## src/rtl/eabe_pkg.sv

```systemverilog
// eabe_pkg: types and constants for the ebpf alu and branch execute unit
// used by eabe_divider and ebpf_alu_branch_execute
package eabe_pkg;

  typedef struct packed {
    logic [1:0]         mode;
    logic [63:0]        start_argument;
    logic [7:0]         opcode;
    logic [3:0]         dest_reg;
    logic [3:0]         source_reg;
    logic signed [15:0] jump_offset;
    logic [31:0]        immediate;
  } eabe_in_t;

  typedef struct packed {
    logic [1:0]         status;
    logic signed [15:0] next_pc;
    logic [31:0]        return_value;
  } eabe_out_t;

  typedef struct packed {
    logic        start;
    logic [63:0] dividend;
    logic [63:0] divisor;
  } eabe_div_req_t;

  typedef struct packed {
    logic        done;
    logic [63:0] quotient;
    logic [63:0] remainder;
  } eabe_div_rsp_t;

  typedef enum logic [2:0] {
    S_IDLE,
    S_EXEC,
    S_MUL,
    S_DIV,
    S_FIN
  } eabe_state_e;

  localparam logic [1:0] MODE_START = 2'd0;
  localparam logic [1:0] MODE_EXEC  = 2'd1;
  localparam logic [1:0] MODE_STOP  = 2'd2;

  localparam logic [1:0] ST_CONT = 2'd0;
  localparam logic [1:0] ST_DONE = 2'd1;
  localparam logic [1:0] ST_ERR  = 2'd2;

  localparam logic [15:0] PC_HALT = 16'hFFFF;

  localparam logic [7:0] OP_EXIT = 8'h95;
  localparam logic [7:0] OP_JA   = 8'h05;

  localparam logic [2:0] CLS_ALU   = 3'h4;
  localparam logic [2:0] CLS_JMP   = 3'h5;
  localparam logic [2:0] CLS_ALU64 = 3'h7;

  localparam logic [3:0] ALU_ADD  = 4'h0;
  localparam logic [3:0] ALU_SUB  = 4'h1;
  localparam logic [3:0] ALU_MUL  = 4'h2;
  localparam logic [3:0] ALU_DIV  = 4'h3;
  localparam logic [3:0] ALU_OR   = 4'h4;
  localparam logic [3:0] ALU_AND  = 4'h5;
  localparam logic [3:0] ALU_LSH  = 4'h6;
  localparam logic [3:0] ALU_RSH  = 4'h7;
  localparam logic [3:0] ALU_NEG  = 4'h8;
  localparam logic [3:0] ALU_MOD  = 4'h9;
  localparam logic [3:0] ALU_XOR  = 4'ha;
  localparam logic [3:0] ALU_MOV  = 4'hb;
  localparam logic [3:0] ALU_ARSH = 4'hc;

  localparam logic [3:0] JMP_JEQ  = 4'h1;
  localparam logic [3:0] JMP_JGT  = 4'h2;
  localparam logic [3:0] JMP_JGE  = 4'h3;
  localparam logic [3:0] JMP_JSET = 4'h4;
  localparam logic [3:0] JMP_JNE  = 4'h5;
  localparam logic [3:0] JMP_JSGT = 4'h6;
  localparam logic [3:0] JMP_JSGE = 4'h7;
  localparam logic [3:0] JMP_JLT  = 4'ha;
  localparam logic [3:0] JMP_JLE  = 4'hb;
  localparam logic [3:0] JMP_JSLT = 4'hc;
  localparam logic [3:0] JMP_JSLE = 4'hd;

endpackage

```

## src/rtl/eabe_divider.sv

```systemverilog
// eabe_divider: 64-bit unsigned restoring divider, one quotient bit a cycle
// depends on eabe_pkg
module eabe_divider
  import eabe_pkg::*;
(
  input  logic          clk_i,
  input  logic          rst_ni,
  input  eabe_div_req_t req_i,
  output eabe_div_rsp_t rsp_o
);

  logic        busy_q, busy_d;
  logic        done_q, done_d;
  logic [5:0]  cnt_q, cnt_d;
  logic [63:0] quo_q, quo_d;
  logic [63:0] rem_q, rem_d;
  logic [63:0] dsr_q, dsr_d;
  logic [64:0] rem_sh;
  logic [64:0] diff;

  always_comb begin
    rem_sh = {rem_q, quo_q[63]};
    diff   = rem_sh - {1'b0, dsr_q};
    busy_d = busy_q;
    done_d = 1'b0;
    cnt_d  = cnt_q;
    quo_d  = quo_q;
    rem_d  = rem_q;
    dsr_d  = dsr_q;
    if (req_i.start) begin
      busy_d = 1'b1;
      cnt_d  = '0;
      quo_d  = req_i.dividend;
      rem_d  = '0;
      dsr_d  = req_i.divisor;
    end else if (busy_q) begin
      if (!diff[64]) begin
        rem_d = diff[63:0];
        quo_d = {quo_q[62:0], 1'b1};
      end else begin
        rem_d = rem_sh[63:0];
        quo_d = {quo_q[62:0], 1'b0};
      end
      cnt_d = cnt_q + 6'd1;
      if (cnt_q == 6'd63) begin
        busy_d = 1'b0;
        done_d = 1'b1;
      end
    end
  end

  always_ff @(posedge clk_i or negedge rst_ni) begin
    if (!rst_ni) begin
      busy_q <= 1'b0;
      done_q <= 1'b0;
      cnt_q  <= '0;
    end else begin
      busy_q <= busy_d;
      done_q <= done_d;
      cnt_q  <= cnt_d;
    end
  end

  always_ff @(posedge clk_i) begin
    quo_q <= quo_d;
    rem_q <= rem_d;
    dsr_q <= dsr_d;
  end

  assign rsp_o.done      = done_q;
  assign rsp_o.quotient  = quo_q;
  assign rsp_o.remainder = rem_q;

endmodule

```

## config.mk

```make
export PLATFORM = sky130hd
export DESIGN_NAME = eabe_divider
export DESIGN_NICKNAME = d
export VERILOG_FILES = /design/src/rtl/eabe_pkg.sv /design/src/rtl/eabe_divider.sv
export SDC_FILE = /design/constraint.sdc
export NUM_CORES = 1
export LEC_CHECK = 0
export BUFFER_PORTS_ARGS = -buffer_cell sky130_fd_sc_hd__clkbuf_2
export CORE_ASPECT_RATIO = 1.1
export CORE_MARGIN = 3
export CORE_UTILIZATION = 45
export CTS_CLUSTER_DIAMETER = 50
export DETAILED_ROUTE_END_ITERATION = 6
export GPL_TIMING_DRIVEN = 0
export HOLD_SLACK_MARGIN = 0.12
export PLACE_DENSITY = 0.74
export RECOVER_POWER = 100
export SETUP_SLACK_MARGIN = 0.1
export SYNTH_ARGS = -nofsm -noshare
export SYNTH_HDL_FRONTEND = slang
export SYNTH_SLANG_ARGS = --single-unit
```

## constraint.sdc

```tcl
create_clock -name clk_i -period 8.7 [get_ports clk_i]
set_clock_uncertainty 0.05 [all_clocks]
set_input_delay 0.87 -clock clk_i [delete_from_list [all_inputs] [get_ports clk_i]]
set_output_delay 0.87 -clock clk_i [all_outputs]
set_load 0.01 [all_outputs]
```

==> results.cfg, run 1 <==
[timing]
timing.final.ws_setup_ns = 3.42
period_minus_slack_ns = 5.28
max_freq_mhz = 189
setup_tns_ns = 0
post-route-period-util = 0.607
setup_viol = 0
relSlewSlack = -0.418
tightest_slew_ns = 2.13
grt_setup_unrepaired = no
hold_viol = 0
holdWs_ns = 0.295
finalMaxSlewViolations = 35

[floorplanning]
initial_core_util = 0.458
fp-row-count = 63
core_um2 = 27000
dieArea_um2 = 29600
die_w_um = 164
die-height_um = 180
pin_count = 260

[detailed_routing]
routed_wl_um = 37200
vias = 10800
drc = 0
drtAntennaViolNets = 0
vias_per_cell = 5.66
drt-pass1-iter-count = 5
dr.first_iter.drc_count = 863
wl_per_cell_um = 19.6

[critical_path]
crit_path_frequent_cell = clkbuf_1
cp_cell_sequence = clkbuf_1 > buf_12 > clkbuf_1 > clkbuf_1 > clkbuf_1 > nor2_1 > inv_1 > buf_12
crit_fanout = 46
path_class = in -> reg
crit_arrival_ns = 5.36
crit_path_start_kind = primary input
crit_family = buffers and inverters
cp-end-kind = flop
slowest_stage = clkbuf_1
slowest_delay_ns = 1.48
required_ns = 8.78
path_buf_inv = 7

[cts]
tritoncts = yes
cts_sinks = 200
clkLatencyLatePin_ns = 0.46
post_cts_buffers = 0
path_clk_slew_ns = 0.07
htree_levels = 4
cts_resized = 0
numCtsBuffers = 17
cts_max_path_buffers = 2
clockRootBuffer = clkbuf_16
hold_buffers = 0

[synth]
ys_types = 83
yosys.area.top_type_share = 0.310
synth_area_per_cell_um2 = 9.92
synth_area_um2 = 12400
synthTopCellsByCount = nand2_1, edfxtp_1, nor2_1, a21oi_1, inv_1
yosysMostFrequentCell = nand2_1
synth_seq_cells = 200
yosysWarnings = 0
netlist_instances = 1249
synth_async_sr_flop_share = 0.0400
synth_ff_type = edfxtp_1
synth_top_area_cell = edfxtp_1
synth-edff-count = 128
seq_area_frac_synth = 0.430
yosys-top-cells-area = edfxtp_1, dfxtp_1, ha_1
synth_nets = 1446

[finish]
area_delta_synth_final_pct = 17.2
fin_area_um2 = 14500
fin_nets = 1726
instances_no_fill = 1899
drive_gt1_frac = 0.209
diodes = 0
fin_util = 0.537

[status]
violations = max-capacitance violations, max-slew violations
status = finished with violations

[power_and_ir_drop]
p_leak_nw = 6.12
p_per_area_nw_per_um2 = 150
ir_worst_vdd_mv = 0.116
power_mw = 2.18

[place]
place_ws_ns = 4.09
port_buffers = 259
place_inst = 1867
dpl_cell_area_um2 = 14200
place_congestion = 0.925
dpl.hpwl_um = 28500

[global_routing]
grt_max_degree = 47
grt_pass1_vias = 10600
grt_util_all_layers = 0.249
grt_pass1_wl_um = 57600
gr-total-overflow = 0
antenna_found_initial = 0

[job]
maxCapViolCount = 1

[worst_hold_path]
worstHoldPathType = in -> async
## worst reg2reg max path, cell delays in order (launching register included)
cell,delay [ns]
edfxtp_1,0.47
inv_1,0.07
ha_1,0.24
fa_1,0.40
nand2b_1,0.20
a21oi_1,0.30
o211ai_2,0.20
a31oi_1,0.36
o21a_1,0.26
o41ai_2,0.10
nor3_2,0.45
buf_6,0.27
buf_6,0.19
nand2_1,0.07
a311oi_1,0.29
## layout make-up
type                    count  area, um^2
plain buffers              72         383
clock buffers              18         429
clock inverters            14         140
inverters                  83         312
fillers                  2565       12500
well taps                 357         447
flip-flops and latches    200        5330
repair buffers            261        1170
multi-input cells         894        6320
## cells in the final DEF (no fill, tap or decap), types with 7 or more instances in the layout
cell type and instances:
a211o_1 7, a211oi_1 13, a21o_1 31, a21oi_1 86, a311oi_1 11, a311oi_2 32, a31oi_1 15, and3_1 9
buf_2 24, buf_6 8, clkbuf_1 171, clkbuf_16 17, clkbuf_2 124, dfrtp_1 8, dfxtp_1 64, edfxtp_1 128
ha_1 65, inv_1 82, mux2_2 64, mux2i_1 11, nand2_1 135, nand2_2 12, nand2b_1 11, nand3_1 22
nand4_1 20, nor2_1 104, nor2b_1 10, nor3_1 22, o211ai_1 7, o21ai_0 37, o21ai_1 10, o21bai_1 11
xnor2_1 33, xor2_1 24
## report_power, final
| group | internal [mW] | switching [mW] | total, mW |
|---|---|---|---|
| Clock | 0.403 | 0.398 | 0.801 |
| Combinational | 0.114 | 0.166 | 0.280 |
| Sequential | 1.07 | 0.0275 | 1.10 |
| Total | 1.59 | 0.591 | 2.18 |
## metal layers
layer  part of all wire  vias to the layer above  GRT usage  routed length, um
met3              0.076                       49     0.0552               2840
met2               0.48                      425      0.419              18000
li1                   -                     5119          -                  -
met1               0.42                     5160      0.317              15600
met5                  0                        -          0                  0
met4              0.022                        0     0.0775                803
## sequential cells by signal, indices dropped and copies added (netlist names)
name / cells
done_q: 1
dsr_q: 64
rem_q: 64
busy_q: 1
cnt_q: 6
quo_q: 64
## final timing paths
check	start	end	slack [ns]	cells after the start
hold reg to reg	rem_q[1]	rem_q[1]	0.46	2
min in group clk_i	rem_q[1]	rem_q[1]	0.46	2
setup reg to reg	quo_q[63]	rem_q[60]	4.67	14
max in group asynchronous	rst_ni	cnt_q[3]	7.99	1
hold / removal	rst_ni	cnt_q[2]	0.29	1
setup / recovery	req_i[128]	quo_q[24]	3.42	8
## logic make-up (layout without fill, tap and decap cells)
family                   after synthesis  in the layout  share of synthesized area
XOR/XNOR                              57             57                     0.0403
AO/OA/AOI/OAI                        319            319                      0.198
buffers and inverters                155            448                     0.0560
AND/OR/NAND/NOR                      376            376                      0.140
flip-flops                           200            200                      0.430
multiplexers                          76             76                     0.0679
adder cells (fa/ha/maj)               66             66                     0.0672
No activity file was read; power rests on OpenSTA's default activity.
==> run 2, diff against run 1 <==
PLACE_DENSITY = 0.76   (was 0.74)
clock period = 4.4 ns   (was 8.7 ns; I/O delays follow)
==> run 2 against run 1 <==
The run still ends with max-capacitance violations, max-slew violations left. Clock power increased by 95%. Register-to-register slack worse by 4.3 ns. Hold slack lost 0.099 ns. Routed wire length down 0.72%. Final cell count grew 3.2%. Non-clock buffer count increased by 61. Power is 98% higher. First-iteration DRC count down 13%. Combinational power increased by 110%. Global-route usage grew 0.088 points. Core utilization is 1.9 points higher. Setup slack lost 3.1 ns.
==> results.cfg, run 2 (same netlist as run 1, synthesis figures left out) <==
[cts]
clkLatencyLatePin_ns = 0.44
post_cts_buffers = 0
htree_levels = 4
hold_buffers = 61
cts_resized = 0
tritoncts = yes
path_clk_slew_ns = 0.08
cts_sinks = 200
numCtsBuffers = 17
clockRootBuffer = clkbuf_16
cts_max_path_buffers = 2

[global_routing]
antenna_found_initial = 0
gr-total-overflow = 0
grt_pass1_vias = 11000
grt_pass1_wl_um = 58400
gr-max-usage-layer = met2
grt_util_met3 = 0.0630
grt_max_degree = 47
grt_use_met2 = 0.422
met1_usage = 0.318
grt_util_all_layers = 0.249

[timing]
grt_setup_unrepaired = no
relSlewSlack = -0.838
post-route-period-util = 0.922
period_minus_slack_ns = 4.06
max_freq_mhz = 247
setup_viol = 0
holdWs_ns = 0.195
finalMaxSlewViolations = 47
hold_viol = 0
tightest_slew_ns = 2.76

[place]
place_congestion = 0.939
place_inst = 1867
dpl.hpwl_um = 28100
port_buffers = 259

[status]
violations = max-capacitance violations, max-slew violations
status = finished with violations

[critical_path]
required_ns = 4.70
cp-end-kind = flop
slowest_stage = edfxtp_1
cp_cell_sequence = inv_1 > ha_1 > fa_1 > nand2b_1 > a21oi_1 > o211ai_1 > a31oi_1 > o21ai_0 > a211oi_1 > or3_1 > buf_6 > clkbuf_2 > nand2_1 > a311oi_1
slowest_delay_ns = 0.46
crit_family = compound AO/OA/AOI/OAI gates
crit_fanout = 10
crit_path_start_kind = flop
path_class = reg -> reg
crit_arrival_ns = 4.36
path_buf_inv = 3

[detailed_routing]
vias = 10900
vias_per_cell = 5.56
drtAntennaViolNets = 0
dr.first_iter.drc_count = 751
drc = 0
routed_wl_um = 37000
drt-pass1-iter-count = 5
wl_per_cell_um = 18.9

[finish]
final_cell_mix = clkbuf_1, nand2_1, edfxtp_1, clkbuf_2, nor2_1
final_common_cell = clkbuf_1
instances_no_fill = 1960
area_delta_synth_final_pct = 21.3
drive_gt1_frac = 0.195
fin_util = 0.556
fillCellCount = 2536
fin_nets = 1787
reg_top3 = dsr_q: 64 flops, quo_q: 64 flops, rem_q: 64 flops
diodes = 0

[power_and_ir_drop]
p_leak_nw = 6.35
p_per_area_nw_per_um2 = 288
ir_worst_vdd_mv = 0.250

[floorplanning]
fp-row-count = 63
initial_core_util = 0.458
core_um2 = 27000
pin_count = 260
die_w_um = 164
die-height_um = 180
dieArea_um2 = 29600

[worst_hold_path]
worstHoldPathType = in -> reg

[job]
maxCapViolCount = 1
==> run 2: cell types whose count changed in the layout (fill, tap and decap cells not counted), sizes merged <==
cell / change
clkinv: +2
dlygate4sd3: +61
clkbuf: +2
inv: +2
bufinv: -1
clkinvlp: -2
buf: -3
==> run 2: path summary, 6_finish.rpt <==
path	slack, ns	startpoint	to	cells past startpoint
min in group asynchronous	0.46	rst_ni	cnt_q[2]	2
worst max register to register	0.34	quo_q[63]	rem_q[29]	14
worst max-delay path	0.34	quo_q[63]	rem_q[29]	14
max in group asynchronous	3.51	rst_ni	cnt_q[0]	2
worst min register to register	0.46	rem_q[11]	rem_q[12]	2
worst min-delay path	0.20	req_i[0]	dsr_q[0]	1
==> run 2: per-stage QoR <==
stage / setup TNS (ns) / instance area, um^2 / worst slack [ns] / total power [mW]
after floorplan: 0 / 12400 / 1.30 / 2.55
after global placement: -94.59 / 14100 / -1.48 / 2.78
after detailed placement: 0 / 14200 / 0.515 / 2.79
after CTS: 0 / 15400 / 0.474 / 4.38
after global routing: 0 / 15000 / 0.134 / 4.52
final: 0 / 15000 / 0.344 / 4.33
==> run 2: worst register-to-register path, cell delays in order, from the launching register on <==
cell and delay, ns:
edfxtp_1 0.46, inv_1 0.08, ha_1 0.24, fa_1 0.40, nand2b_1 0.20, a21oi_1 0.27
o211ai_1 0.26, a31oi_1 0.37, o21ai_0 0.27, a211oi_1 0.39, or3_1 0.19, buf_6 0.17
clkbuf_2 0.27, nand2_1 0.10, a311oi_1 0.26
==> run 2: power by group <==
part	switching, mW	internal [mW]	total, mW
Clock	0.804	0.751	1.56
Combinational	0.333	0.258	0.591
Sequential	0.0564	2.13	2.18
Total	1.19	3.14	4.33
==> run 2: layer usage <==
metal | vias to the layer above | share of wire
met2 | 408 | 0.49
met5 | - | 0
met3 | 45 | 0.074
li1 | 5239 | -
met1 | 5198 | 0.42
met4 | 0 | 0.017
==> run 2: final cells by class <==
type | count | area, um^2 | area share
clock buffer | 17 | 425 | 0.0283
sequential | 200 | 5330 | 0.354
tap | 357 | 447 | 0.0297
timing repair buffer | 322 | 1750 | 0.117
multi-input combinational | 894 | 6250 | 0.416
buffer | 72 | 378 | 0.0251
inverter | 83 | 312 | 0.0207
clock inverter | 15 | 140 | 0.00932
